## src/rtp_receive_statistics_unit_defines.svh

```systemverilog
// Assertion macros for the RTP receive statistics modules, used by rtps_back.
// Each macro expects signals named clk and rst_n in the module that uses it.
`ifndef RTP_RECEIVE_STATISTICS_UNIT_DEFINES_SVH
`define RTP_RECEIVE_STATISTICS_UNIT_DEFINES_SVH

// Same-cycle implication, checked outside reset.
`define RTPS_ASSERT_IMPL(label, ante, cons) \
    label: assert property (@(posedge clk) disable iff (!rst_n) (ante) |-> (cons)) \
        else $error("rtps assertion failed");

// Next-cycle implication, checked outside reset.
`define RTPS_ASSERT_NEXT(label, ante, cons) \
    label: assert property (@(posedge clk) disable iff (!rst_n) (ante) |=> (cons)) \
        else $error("rtps assertion failed");

`endif

```

## src/rtps_pkg.sv

```systemverilog
// Package for the RTP receive statistics unit: widths, constants and types.
// Used by every module of the block; depends on nothing.
package rtps_pkg;

    // Field widths.
    localparam int SEQ_W      = 16;
    localparam int TS_W       = 32;
    localparam int CLK_W      = 20;
    localparam int LIMIT_W    = 23;
    localparam int FRAC_W     = 8;
    localparam int CUM_W      = 23;
    localparam int JIT_W      = 23;
    localparam int CNT_W      = 32;
    localparam int IN_DATA_W  = 80;
    localparam int OUT_DATA_W = 88;

    // Request queue between the front and the back.
    localparam int QUEUE_DEPTH = 2;
    localparam int QPTR_W      = $clog2(QUEUE_DEPTH);
    localparam int QCNT_W      = $clog2(QUEUE_DEPTH + 1);

    // Fraction divider step count.
    localparam int DIV_STEPS = 8;
    localparam int DIV_CNT_W = $clog2(DIV_STEPS);

    // Constants of the statistics.
    localparam int CLOCK_RATE_RESET_HZ = 90000;
    localparam int JUMP_SECONDS        = 5;
    localparam logic [CLK_W-1:0]   CLOCK_RATE_RESET = CLK_W'(CLOCK_RATE_RESET_HZ);
    localparam logic [LIMIT_W-1:0] LIMIT_RESET = LIMIT_W'(CLOCK_RATE_RESET_HZ * JUMP_SECONDS);
    localparam logic [LIMIT_W-1:0] JUMP_FACTOR = LIMIT_W'(JUMP_SECONDS);
    localparam logic [CUM_W-1:0]   CUM_LOST_MAX  = 23'h7FFFFF;
    localparam logic [FRAC_W-1:0]  FRACTION_FULL = 8'd255;
    localparam logic [3:0]         Q4_HALF       = 4'd8;

    typedef enum logic
    {
        OP_PACKET = 1'b0,
        OP_REPORT = 1'b1
    } op_t;

    typedef struct packed
    {
        op_t              op;
        logic [SEQ_W-1:0] seq;
        logic [TS_W-1:0]  ts;
        logic [TS_W-1:0]  arrival;
    } item_t;

    typedef struct packed
    {
        logic  valid;
        item_t item;
    } queue_out_t;

    typedef struct packed
    {
        logic             start;
        logic [CNT_W-2:0] lost;
        logic [CNT_W-1:0] expected;
    } div_req_t;

    typedef struct packed
    {
        logic              busy;
        logic              done;
        logic [FRAC_W-1:0] quotient;
    } div_rsp_t;

    typedef enum logic [1:0]
    {
        ST_IDLE,
        ST_JITTER,
        ST_DIV
    } back_state_t;

endpackage

```

## src/rtps_front.sv

```systemverilog
// Front part: accepts stream requests, classifies them and queues them.
// Depends on rtps_pkg.
module rtps_front
(
    input  logic                             clk,
    input  logic                             rst_n,
    input  logic                             s_axis_tvalid,
    output logic                             s_axis_tready,
    // tdata fields from bit 0: sequence, rtp_timestamp, arrival_time
    input  logic [rtps_pkg::IN_DATA_W-1:0]   s_axis_tdata,
    // tuser fields from bit 0: operation
    input  logic [0:0]                       s_axis_tuser,
    input  logic                             pop,
    output rtps_pkg::queue_out_t             head
);

    rtps_pkg::item_t                  mem_reg [rtps_pkg::QUEUE_DEPTH];
    logic [rtps_pkg::QPTR_W-1:0]      wr_ptr_reg, wr_ptr_next;
    logic [rtps_pkg::QPTR_W-1:0]      rd_ptr_reg, rd_ptr_next;
    logic [rtps_pkg::QCNT_W-1:0]      count_reg, count_next;
    rtps_pkg::item_t                  in_item;
    logic                             push;

    // Classify the incoming request.
    always_comb
    begin
        in_item.op      = rtps_pkg::op_t'(s_axis_tuser[0]);
        in_item.seq     = s_axis_tdata[15:0];
        in_item.ts      = s_axis_tdata[47:16];
        in_item.arrival = s_axis_tdata[79:48];
    end

    assign s_axis_tready = (count_reg != rtps_pkg::QCNT_W'(rtps_pkg::QUEUE_DEPTH));
    assign push          = s_axis_tvalid && s_axis_tready;

    // Pointer and fill count updates.
    always_comb
    begin
        wr_ptr_next = wr_ptr_reg;
        rd_ptr_next = rd_ptr_reg;
        count_next  = count_reg;
        if (push)
        begin
            wr_ptr_next = (wr_ptr_reg == rtps_pkg::QPTR_W'(rtps_pkg::QUEUE_DEPTH - 1)) ?
                          '0 : wr_ptr_reg + 1'b1;
        end
        if (pop)
        begin
            rd_ptr_next = (rd_ptr_reg == rtps_pkg::QPTR_W'(rtps_pkg::QUEUE_DEPTH - 1)) ?
                          '0 : rd_ptr_reg + 1'b1;
        end
        if (push && !pop)
        begin
            count_next = count_reg + 1'b1;
        end
        else if (pop && !push)
        begin
            count_next = count_reg - 1'b1;
        end
    end

    always_ff @(posedge clk or negedge rst_n)
    begin
        if (!rst_n)
        begin
            wr_ptr_reg <= '0;
            rd_ptr_reg <= '0;
            count_reg  <= '0;
        end
        else
        begin
            wr_ptr_reg <= wr_ptr_next;
            rd_ptr_reg <= rd_ptr_next;
            count_reg  <= count_next;
        end
    end

    // Queue storage needs no reset.
    always_ff @(posedge clk)
    begin
        if (push)
        begin
            mem_reg[wr_ptr_reg] <= in_item;
        end
    end

    assign head.valid = (count_reg != '0);
    assign head.item  = mem_reg[rd_ptr_reg];

endmodule

```

## src/rtps_frac_div.sv

```systemverilog
// Iterative divider for the report fraction: floor(255 * lost / expected).
// One quotient bit per cycle, valid only when lost < expected. Depends on rtps_pkg.
module rtps_frac_div
(
    input  logic               clk,
    input  logic               rst_n,
    input  rtps_pkg::div_req_t req,
    output rtps_pkg::div_rsp_t rsp
);

    logic                               busy_reg, busy_next;
    logic                               done_reg, done_next;
    logic [rtps_pkg::DIV_CNT_W-1:0]     cnt_reg, cnt_next;
    logic [rtps_pkg::CNT_W-1:0]         rem_reg, rem_next;
    logic [rtps_pkg::CNT_W-1:0]         div_reg, div_next;
    logic [rtps_pkg::FRAC_W-1:0]        low_reg, low_next;
    logic [rtps_pkg::FRAC_W-1:0]        quo_reg, quo_next;
    logic [rtps_pkg::CNT_W+6:0]         num;
    logic [rtps_pkg::CNT_W:0]           trial;
    logic [rtps_pkg::CNT_W:0]           diff;
    logic                               fits;

    // Dividend is 255 * lost, formed as lost * 256 - lost.
    assign num   = {req.lost, 8'b0} - {8'b0, req.lost};
    assign trial = {rem_reg, low_reg[rtps_pkg::FRAC_W-1]};
    assign diff  = trial - {1'b0, div_reg};
    assign fits  = !diff[rtps_pkg::CNT_W];

    // Restoring division step or load of a new request.
    always_comb
    begin
        busy_next = busy_reg;
        done_next = 1'b0;
        cnt_next  = cnt_reg;
        rem_next  = rem_reg;
        div_next  = div_reg;
        low_next  = low_reg;
        quo_next  = quo_reg;
        if (req.start)
        begin
            busy_next = 1'b1;
            cnt_next  = '0;
            rem_next  = {1'b0, num[rtps_pkg::CNT_W+6:8]};
            low_next  = num[7:0];
            div_next  = req.expected;
            quo_next  = '0;
        end
        else if (busy_reg)
        begin
            rem_next = fits ? diff[rtps_pkg::CNT_W-1:0] : trial[rtps_pkg::CNT_W-1:0];
            low_next = {low_reg[rtps_pkg::FRAC_W-2:0], 1'b0};
            quo_next = {quo_reg[rtps_pkg::FRAC_W-2:0], fits};
            cnt_next = cnt_reg + 1'b1;
            if (cnt_reg == rtps_pkg::DIV_CNT_W'(rtps_pkg::DIV_STEPS - 1))
            begin
                busy_next = 1'b0;
                done_next = 1'b1;
            end
        end
    end

    always_ff @(posedge clk or negedge rst_n)
    begin
        if (!rst_n)
        begin
            busy_reg <= 1'b0;
            done_reg <= 1'b0;
            cnt_reg  <= '0;
        end
        else
        begin
            busy_reg <= busy_next;
            done_reg <= done_next;
            cnt_reg  <= cnt_next;
        end
    end

    always_ff @(posedge clk)
    begin
        rem_reg <= rem_next;
        div_reg <= div_next;
        low_reg <= low_next;
        quo_reg <= quo_next;
    end

    assign rsp.busy     = busy_reg;
    assign rsp.done     = done_reg;
    assign rsp.quotient = quo_reg;

endmodule

```

## src/rtps_back.sv

```systemverilog
// Back part: sequence, loss and jitter state, report generation and output register.
// Depends on rtps_pkg (which holds the divider request and response structs) and the defines header.
`include "rtp_receive_statistics_unit_defines.svh"

module rtps_back
(
    input  logic                              clk,
    input  logic                              rst_n,
    input  rtps_pkg::queue_out_t              head,
    output logic                              pop,
    input  logic [rtps_pkg::LIMIT_W-1:0]      limit,
    output rtps_pkg::div_req_t                div_req,
    input  rtps_pkg::div_rsp_t                div_rsp,
    output logic                              m_axis_tvalid,
    input  logic                              m_axis_tready,
    // tdata fields from bit 0: loss_fraction, total_loss, highest_sequence, jitter
    output logic [rtps_pkg::OUT_DATA_W-1:0]   m_axis_tdata
);

    rtps_pkg::back_state_t            state_reg, state_next;
    logic                             seen_reg, seen_next;
    logic [rtps_pkg::CNT_W-1:0]       ext_reg, ext_next;
    logic [rtps_pkg::CNT_W-1:0]       rep_high_reg, rep_high_next;
    logic [rtps_pkg::CNT_W-1:0]       loss_reg, loss_next;
    logic [rtps_pkg::CNT_W-1:0]       rep_loss_reg, rep_loss_next;
    logic [rtps_pkg::CNT_W-1:0]       offset_reg, offset_next;
    logic [rtps_pkg::CNT_W-1:0]       jitter_reg, jitter_next;
    logic [rtps_pkg::TS_W-1:0]        prev_ts_reg, prev_ts_next;
    logic [rtps_pkg::TS_W-1:0]        prev_arr_reg, prev_arr_next;
    logic [rtps_pkg::LIMIT_W-1:0]     mag_reg, mag_next;
    logic                             jit_go_reg, jit_go_next;
    logic                             out_valid_reg, out_valid_next;
    logic [rtps_pkg::FRAC_W-1:0]      frac_reg, frac_next;
    logic [rtps_pkg::CUM_W-1:0]       cum_reg, cum_next;
    logic [rtps_pkg::CNT_W-1:0]       high_out_reg, high_out_next;
    logic [rtps_pkg::JIT_W-1:0]       jit_out_reg, jit_out_next;

    logic [rtps_pkg::SEQ_W-1:0]       d16;
    logic                             advance;
    logic [rtps_pkg::TS_W-1:0]        raw;
    logic [rtps_pkg::TS_W-1:0]        mag32;
    logic                             mag_ok;
    logic                             ts_new;
    logic [rtps_pkg::CNT_W-1:0]       expected;
    logic [rtps_pkg::CNT_W-1:0]       lost;
    logic                             exp_pos;
    logic                             lost_pos;
    logic [rtps_pkg::CNT_W:0]         total;
    logic signed [33:0]               jit_sum;
    logic signed [33:0]               jit_new;

    // Sequence gap and transit difference of the request at the queue head.
    assign d16     = head.item.seq - ext_reg[rtps_pkg::SEQ_W-1:0];
    assign advance = (d16 != '0) && !d16[rtps_pkg::SEQ_W-1];
    assign raw     = (head.item.arrival - prev_arr_reg) - (head.item.ts - prev_ts_reg);
    assign mag32   = raw[rtps_pkg::TS_W-1] ? (~raw + 1'b1) : raw;
    assign mag_ok  = (mag32 < {9'b0, limit});
    assign ts_new  = (head.item.ts != prev_ts_reg);

    // Report interval values and the cumulative total.
    assign expected = ext_reg - rep_high_reg;
    assign lost     = loss_reg - rep_loss_reg;
    assign exp_pos  = !expected[rtps_pkg::CNT_W-1] && (expected != '0);
    assign lost_pos = !lost[rtps_pkg::CNT_W-1] && (lost != '0);
    assign total    = {loss_reg[rtps_pkg::CNT_W-1], loss_reg}
                    + {offset_reg[rtps_pkg::CNT_W-1], offset_reg};

    // Jitter update J += floor((16*|D| - J + 8) / 16), clamped at zero.
    assign jit_sum = $signed({7'b0, mag_reg, 4'b0}) - $signed({2'b0, jitter_reg})
                   + $signed({30'b0, rtps_pkg::Q4_HALF});
    assign jit_new = $signed({2'b0, jitter_reg}) + (jit_sum >>> 4);

    // Sequencer for packets and reports.
    always_comb
    begin
        state_next     = state_reg;
        seen_next      = seen_reg;
        ext_next       = ext_reg;
        rep_high_next  = rep_high_reg;
        loss_next      = loss_reg;
        rep_loss_next  = rep_loss_reg;
        offset_next    = offset_reg;
        jitter_next    = jitter_reg;
        prev_ts_next   = prev_ts_reg;
        prev_arr_next  = prev_arr_reg;
        mag_next       = mag_reg;
        jit_go_next    = jit_go_reg;
        frac_next      = frac_reg;
        cum_next       = cum_reg;
        high_out_next  = high_out_reg;
        jit_out_next   = jit_out_reg;
        out_valid_next = out_valid_reg && !m_axis_tready;
        pop            = 1'b0;
        div_req        = '0;

        case (state_reg)
            rtps_pkg::ST_IDLE:
            begin
                if (head.valid && (head.item.op == rtps_pkg::OP_PACKET))
                begin
                    pop           = 1'b1;
                    prev_ts_next  = head.item.ts;
                    prev_arr_next = head.item.arrival;
                    if (!seen_reg)
                    begin
                        // The first packet only seeds the state.
                        seen_next     = 1'b1;
                        ext_next      = {16'b0, head.item.seq};
                        rep_high_next = {16'b0, head.item.seq} - 1'b1;
                    end
                    else
                    begin
                        if (advance)
                        begin
                            ext_next  = ext_reg + {16'b0, d16};
                            loss_next = loss_reg + {16'b0, d16} - 1'b1;
                        end
                        else
                        begin
                            loss_next = loss_reg - 1'b1;
                        end
                        mag_next    = mag32[rtps_pkg::LIMIT_W-1:0];
                        jit_go_next = ts_new && mag_ok;
                        state_next  = rtps_pkg::ST_JITTER;
                    end
                end
                else if (head.valid && !out_valid_reg)
                begin
                    pop           = 1'b1;
                    high_out_next = ext_reg;
                    jit_out_next  = jitter_reg[rtps_pkg::JIT_W+3:4];
                    rep_high_next = ext_reg;
                    rep_loss_next = loss_reg;
                    // Clamp the cumulative loss and remember a negative clamp.
                    if (total[rtps_pkg::CNT_W])
                    begin
                        cum_next    = '0;
                        offset_next = '0 - loss_reg;
                    end
                    else if (total[rtps_pkg::CNT_W-1:rtps_pkg::CUM_W] != '0)
                    begin
                        cum_next = rtps_pkg::CUM_LOST_MAX;
                    end
                    else
                    begin
                        cum_next = total[rtps_pkg::CUM_W-1:0];
                    end
                    // Fraction lost: saturated, zero, or from the divider.
                    if (exp_pos && lost_pos)
                    begin
                        if (lost >= expected)
                        begin
                            frac_next      = rtps_pkg::FRACTION_FULL;
                            out_valid_next = 1'b1;
                        end
                        else
                        begin
                            div_req.start    = 1'b1;
                            div_req.lost     = lost[rtps_pkg::CNT_W-2:0];
                            div_req.expected = expected;
                            state_next       = rtps_pkg::ST_DIV;
                        end
                    end
                    else
                    begin
                        frac_next      = '0;
                        out_valid_next = 1'b1;
                    end
                end
            end

            rtps_pkg::ST_JITTER:
            begin
                if (jit_go_reg)
                begin
                    jitter_next = jit_new[33] ? '0 : jit_new[rtps_pkg::CNT_W-1:0];
                end
                state_next = rtps_pkg::ST_IDLE;
            end

            rtps_pkg::ST_DIV:
            begin
                if (div_rsp.done)
                begin
                    frac_next      = div_rsp.quotient;
                    out_valid_next = 1'b1;
                    state_next     = rtps_pkg::ST_IDLE;
                end
            end

            default:
            begin
                state_next = rtps_pkg::ST_IDLE;
            end
        endcase
    end

    // Control and statistics state.
    always_ff @(posedge clk or negedge rst_n)
    begin
        if (!rst_n)
        begin
            state_reg     <= rtps_pkg::ST_IDLE;
            seen_reg      <= 1'b0;
            ext_reg       <= '0;
            rep_high_reg  <= '0;
            loss_reg      <= '0;
            rep_loss_reg  <= '0;
            offset_reg    <= '0;
            jitter_reg    <= '0;
            prev_ts_reg   <= '0;
            prev_arr_reg  <= '0;
            jit_go_reg    <= 1'b0;
            out_valid_reg <= 1'b0;
        end
        else
        begin
            state_reg     <= state_next;
            seen_reg      <= seen_next;
            ext_reg       <= ext_next;
            rep_high_reg  <= rep_high_next;
            loss_reg      <= loss_next;
            rep_loss_reg  <= rep_loss_next;
            offset_reg    <= offset_next;
            jitter_reg    <= jitter_next;
            prev_ts_reg   <= prev_ts_next;
            prev_arr_reg  <= prev_arr_next;
            jit_go_reg    <= jit_go_next;
            out_valid_reg <= out_valid_next;
        end
    end

    // Payload registers need no reset.
    always_ff @(posedge clk)
    begin
        mag_reg      <= mag_next;
        frac_reg     <= frac_next;
        cum_reg      <= cum_next;
        high_out_reg <= high_out_next;
        jit_out_reg  <= jit_out_next;
    end

    assign m_axis_tvalid = out_valid_reg;
    assign m_axis_tdata  = {2'b0, jit_out_reg, high_out_reg, cum_reg, frac_reg};

    // The divider only runs while the sequencer waits for it.
    `RTPS_ASSERT_IMPL(a_div_busy_in_div, div_rsp.busy, state_reg == rtps_pkg::ST_DIV)
    // Requests leave the queue only from the idle state.
    `RTPS_ASSERT_IMPL(a_pop_from_idle, pop, (state_reg == rtps_pkg::ST_IDLE) && head.valid)
    // A pending division means the output register is free.
    `RTPS_ASSERT_IMPL(a_div_out_free, state_reg == rtps_pkg::ST_DIV, !out_valid_reg)
    // The jitter step is always followed by the idle state.
    `RTPS_ASSERT_NEXT(a_jitter_one_cycle, state_reg == rtps_pkg::ST_JITTER,
                      state_reg == rtps_pkg::ST_IDLE)

endmodule

```

## src/rtp_receive_statistics_unit.sv

```systemverilog
// Top level of the RTP receive statistics unit: clock rate register and jump limit.
// Depends on rtps_pkg, rtps_front, rtps_frac_div and rtps_back.
//
//  Channel   Signals                          Content
//  cfg       cfg_wen, cfg_wdata[19:0]         clock_rate_hz
//  s_axis    tvalid, tready, tdata, tuser     packet or report request
//  m_axis    tvalid, tready, tdata            report values
//
// In the back part a packet gets gap, loss and transit difference in the idle state and
// the jitter update in the jitter state; the first packet only seeds the state. A report
// uses the idle state, and the divide state if the fraction needs the 8-step divider. A
// 2-entry queue lets the front accept while the back works, and packets keep flowing
// while a report waits in the output register. Reset clears all control and statistics
// state at once; no clearing pass. A cfg write goes to clock_rate_reg, then to limit_reg.
module rtp_receive_statistics_unit
(
    input  logic                             clk,
    input  logic                             rst_n,
    input  logic                             cfg_wen,
    input  logic [rtps_pkg::CLK_W-1:0]       cfg_wdata,
    input  logic                             s_axis_tvalid,
    output logic                             s_axis_tready,
    // tdata fields from bit 0: sequence, rtp_timestamp, arrival_time
    input  logic [rtps_pkg::IN_DATA_W-1:0]   s_axis_tdata,
    // tuser fields from bit 0: operation
    input  logic [0:0]                       s_axis_tuser,
    output logic                             m_axis_tvalid,
    input  logic                             m_axis_tready,
    // tdata fields from bit 0: loss_fraction, total_loss, highest_sequence, jitter
    output logic [rtps_pkg::OUT_DATA_W-1:0]  m_axis_tdata
);

    logic [rtps_pkg::CLK_W-1:0]    clock_rate_reg, clock_rate_next;
    logic [rtps_pkg::LIMIT_W-1:0]  limit_reg, limit_next;
    rtps_pkg::queue_out_t          head;
    logic                          pop;
    rtps_pkg::div_req_t            div_req;
    rtps_pkg::div_rsp_t            div_rsp;

    // Clock rate register and the five-second jump limit derived from it.
    assign clock_rate_next = cfg_wen ? cfg_wdata : clock_rate_reg;
    assign limit_next      = {3'b0, clock_rate_reg} * rtps_pkg::JUMP_FACTOR;

    always_ff @(posedge clk or negedge rst_n)
    begin
        if (!rst_n)
        begin
            clock_rate_reg <= rtps_pkg::CLOCK_RATE_RESET;
            limit_reg      <= rtps_pkg::LIMIT_RESET;
        end
        else
        begin
            clock_rate_reg <= clock_rate_next;
            limit_reg      <= limit_next;
        end
    end

    rtps_front u_front
    (
        .clk           (clk),
        .rst_n         (rst_n),
        .s_axis_tvalid (s_axis_tvalid),
        .s_axis_tready (s_axis_tready),
        .s_axis_tdata  (s_axis_tdata),
        .s_axis_tuser  (s_axis_tuser),
        .pop           (pop),
        .head          (head)
    );

    rtps_frac_div u_frac_div
    (
        .clk   (clk),
        .rst_n (rst_n),
        .req   (div_req),
        .rsp   (div_rsp)
    );

    rtps_back u_back
    (
        .clk           (clk),
        .rst_n         (rst_n),
        .head          (head),
        .pop           (pop),
        .limit         (limit_reg),
        .div_req       (div_req),
        .div_rsp       (div_rsp),
        .m_axis_tvalid (m_axis_tvalid),
        .m_axis_tready (m_axis_tready),
        .m_axis_tdata  (m_axis_tdata)
    );

endmodule
```

## config.mk

```make
export PLATFORM = sky130hd
export DESIGN_NAME = rtp_receive_statistics_unit
export DESIGN_NICKNAME = d
export VERILOG_FILES = /design/src/rtps_pkg.sv /design/src/rtps_front.sv /design/src/rtps_frac_div.sv /design/src/rtps_back.sv /design/src/rtp_receive_statistics_unit.sv
export VERILOG_INCLUDE_DIRS = /design/src /design/src/src
export SDC_FILE = /design/constraint.sdc
export NUM_CORES = 2
export LEC_CHECK = 0
export BUFFER_PORTS_ARGS = -buffer_cell sky130_fd_sc_hd__buf_2
export CORE_ASPECT_RATIO = 1.2
export CORE_MARGIN = 2
export CORE_UTILIZATION = 40
export DETAILED_ROUTE_END_ITERATION = 6
export HOLD_SLACK_MARGIN = 0.05
export PLACE_DENSITY = 0.59
export SYNTH_ARGS = -nofsm -noshare
export SYNTH_HDL_FRONTEND = slang
export SYNTH_HIERARCHICAL = 1
export SYNTH_SLANG_ARGS = --single-unit
```

## constraint.sdc

```tcl
create_clock -name clk -period 10.7 [get_ports clk]
set_input_delay 0.535 -clock clk [delete_from_list [all_inputs] [get_ports clk]]
set_output_delay 0.535 -clock clk [all_outputs]
set_load 0.1 [all_outputs]
```

==> out/metrics.yaml <==
status: "finished, final reports clean"
worstHoldEndpoint: "u_front/mem_reg[1][27]$_DFFE_PP_"
cts_num_sinks: 664
wire_per_inst_um: 18.7
path_clk_slew_ns: 0.06
post_cts_resized: 0
worstReg2RegStart: "u_back/loss_reg[0]$_DFFE_PN0P_"
final_layout_size_suffix_gt1_share_pct: 10.9
portBuffers: 193
syn_area_per_cell_um2: 9.58
multi_input_area_um2: 28500
largest_reg_flops: 162
drtIter0Drc: 2286
relSlewSlack_pct: 17.0
reg2reg_to: "u_frac_div/rem_reg[26]$_DFFE_PP_"
cap_violations: 0
cp-end-kind: "register"
core_um2: 123000
grt_pass1_vias: 39100
grt_overflow: 0
start_util_pct: 40.3
dr.pass1.iters: 6
r2r_cells: 35
synth_warnings: 6
hold_viol_final: 0
grt_max_degree: 73
worstPathRequired_ns: 11.09
ios: 196
setup_viol: 0
chipWidth_um: 325
synth_cells: 5167
cp_max_fo: 52
antenna_found_initial: 9
routed_wl_um: 132000
cts_buffers: 75
cp_common_cell: "a21oi_1"
cts_tree: "done"
fmax_ghz: 0.108
dpl.hpwl_um: 103000
skew_ns: 0.0196
rsz0062_at_grt: "no"
nFillCells: 11900
worstPathArrival_ns: 9.63
drc_errors: 0
min_path_type: "in2reg"
cp_slowest_cell: "or4b_2"
area.growth.synth_to_final_pct: 11.3
timing.hold.ws_ns: 0.0920
r2r_slack_ns: 1.46
final_nets: 5966
num_rows: 141
grt_use_total_pct: 20.7
ant_nets: 0
critical_path.max_stage_delay_ns: 0.63
finalCritPeriodShare_pct: 86.3
post-cts-setup-buffers: 0
slew_viol_final: 0
vias: 38600
syn-cell-area_um2: 49500
via_per_inst: 5.46
fin_crit_ns: 9.24
cts_buffer_depth: 3
tightestPinTransition_ns: 1.24
die_height_um: 389
min-delay-start: "s_axis_tdata[75]"
clk_latency_ns: 0.66
routabilityCongestion: 0.939
grt_pass1_wl_um: 212000
holdPathStages: 1
tns_ns: 0
htree_levels: 3
dieArea_um2: 127000
cts-root-buf: "clkbuf_16"
start_kind: "register"
ff_latch_area_um2: 18300
critical_path_class: "reg2reg"
[per-layer routing]
metal  wire [µm]  track usage (%)  vias up
li1            -                -    19000
met2       68100             38.0      706
met5          60                0        -
met4        4820             8.06       10
met1       55700             24.8    18700
met3        3710             2.02      232
[worst max-delay path: cells and delay by family (launching register included)]
kind                     cells  cell delay (ns)
XOR/XNOR                     2             0.65
multiplexers                 1             0.09
flip-flops                   1             0.43
buffers and inverters        5             0.74
adder cells (fa/ha/maj)      4             1.27
AND/OR/NAND/NOR              6             1.77
AO/OA/AOI/OAI               17             3.99
[repair_timing]
| item | CTS | global route |
|---|---|---|
| hold buffers | 61 | 0 |
| endpoints found under the hold margin | 167 | 0 |
| setup endpoints to repair | 0 | 0 |
[stage by stage]
| step | instances | util, % | setup slack (ns) | instance area [µm²] |
|---|---|---|---|---|
| 6_report | 7071 | 44.8 | 1.46 | 55100 |
| 5_1_grt | 7070 | 44.8 | 0.550 | 55100 |
| 3_3_place_gp | 6869 | 42.3 | 1.78 | 52000 |
| 2_1_floorplan | 5169 | - | 1.86 | 49500 |
| 4_1_cts | 7068 | 44.8 | 1.58 | 55100 |
| 3_5_place_dp | 6869 | 42.3 | 1.61 | 52000 |
[cell type report]
| cell class | count | share of cell area [%] |
|---|---|---|
| Clock inverter | 31 | 0.592 |
| Tap cell | 1644 | 3.73 |
| Inverter | 499 | 3.40 |
| Antenna cell | 2 | 0.00908 |
| Multi-Input combinational cell | 3826 | 51.7 |
| Sequential cell | 664 | 33.2 |
| Clock buffer | 107 | 3.90 |
| Timing Repair Buffer | 298 | 3.48 |
[worst max-delay path by stage]
stage | depth (start not counted) | end | start | slack, ns
finish | 35 | u_frac_div/rem_reg[26]$_DFFE_PP_ | u_back/loss_reg[0]$_DFFE_PN0P_ | 1.46
global route | 38 | u_frac_div/rem_reg[30]$_DFFE_PP_ | u_back/ext_reg[0]$_DFFE_PN0P_ | 0.55
CTS | 38 | u_frac_div/rem_reg[26]$_DFFE_PP_ | u_back/ext_reg[0]$_DFFE_PN0P_ | 1.58
global placement | 35 | u_frac_div/rem_reg[26]$_DFFE_PP_ | u_back/loss_reg[0]$_DFFE_PN0P_ | 1.78
detailed placement | 38 | u_frac_div/rem_reg[26]$_DFFE_PP_ | u_back/ext_reg[0]$_DFFE_PN0P_ | 1.61
floorplan | 39 | u_frac_div/rem_reg[26]$_DFFE_PP_ | u_back/ext_reg[0]$_DFFE_PN0P_ | 1.86
[placed cells by master (no fill, tap or decap), types with 57 or more instances in the layout]
master and n:
inv_1 495, nand2_1 432, ha_1 425, edfxtp_1 342, a21oi_1 328, nor2_1 310, o21ai_0 296, dfrtp_1 292
xnor2_1 250, buf_2 192, a21o_1 150, xor2_1 145, nor3_1 121, mux2i_1 90, clkbuf_16 79, mux2_4 79
nand3_1 76, fa_1 71, dlygate4sd3_1 61, mux2_2 60, nand4_1 57
Power is left out: the tool's default activity adds up to more than one toggle a clock period on the data nets, which glitch-free logic cannot reach.
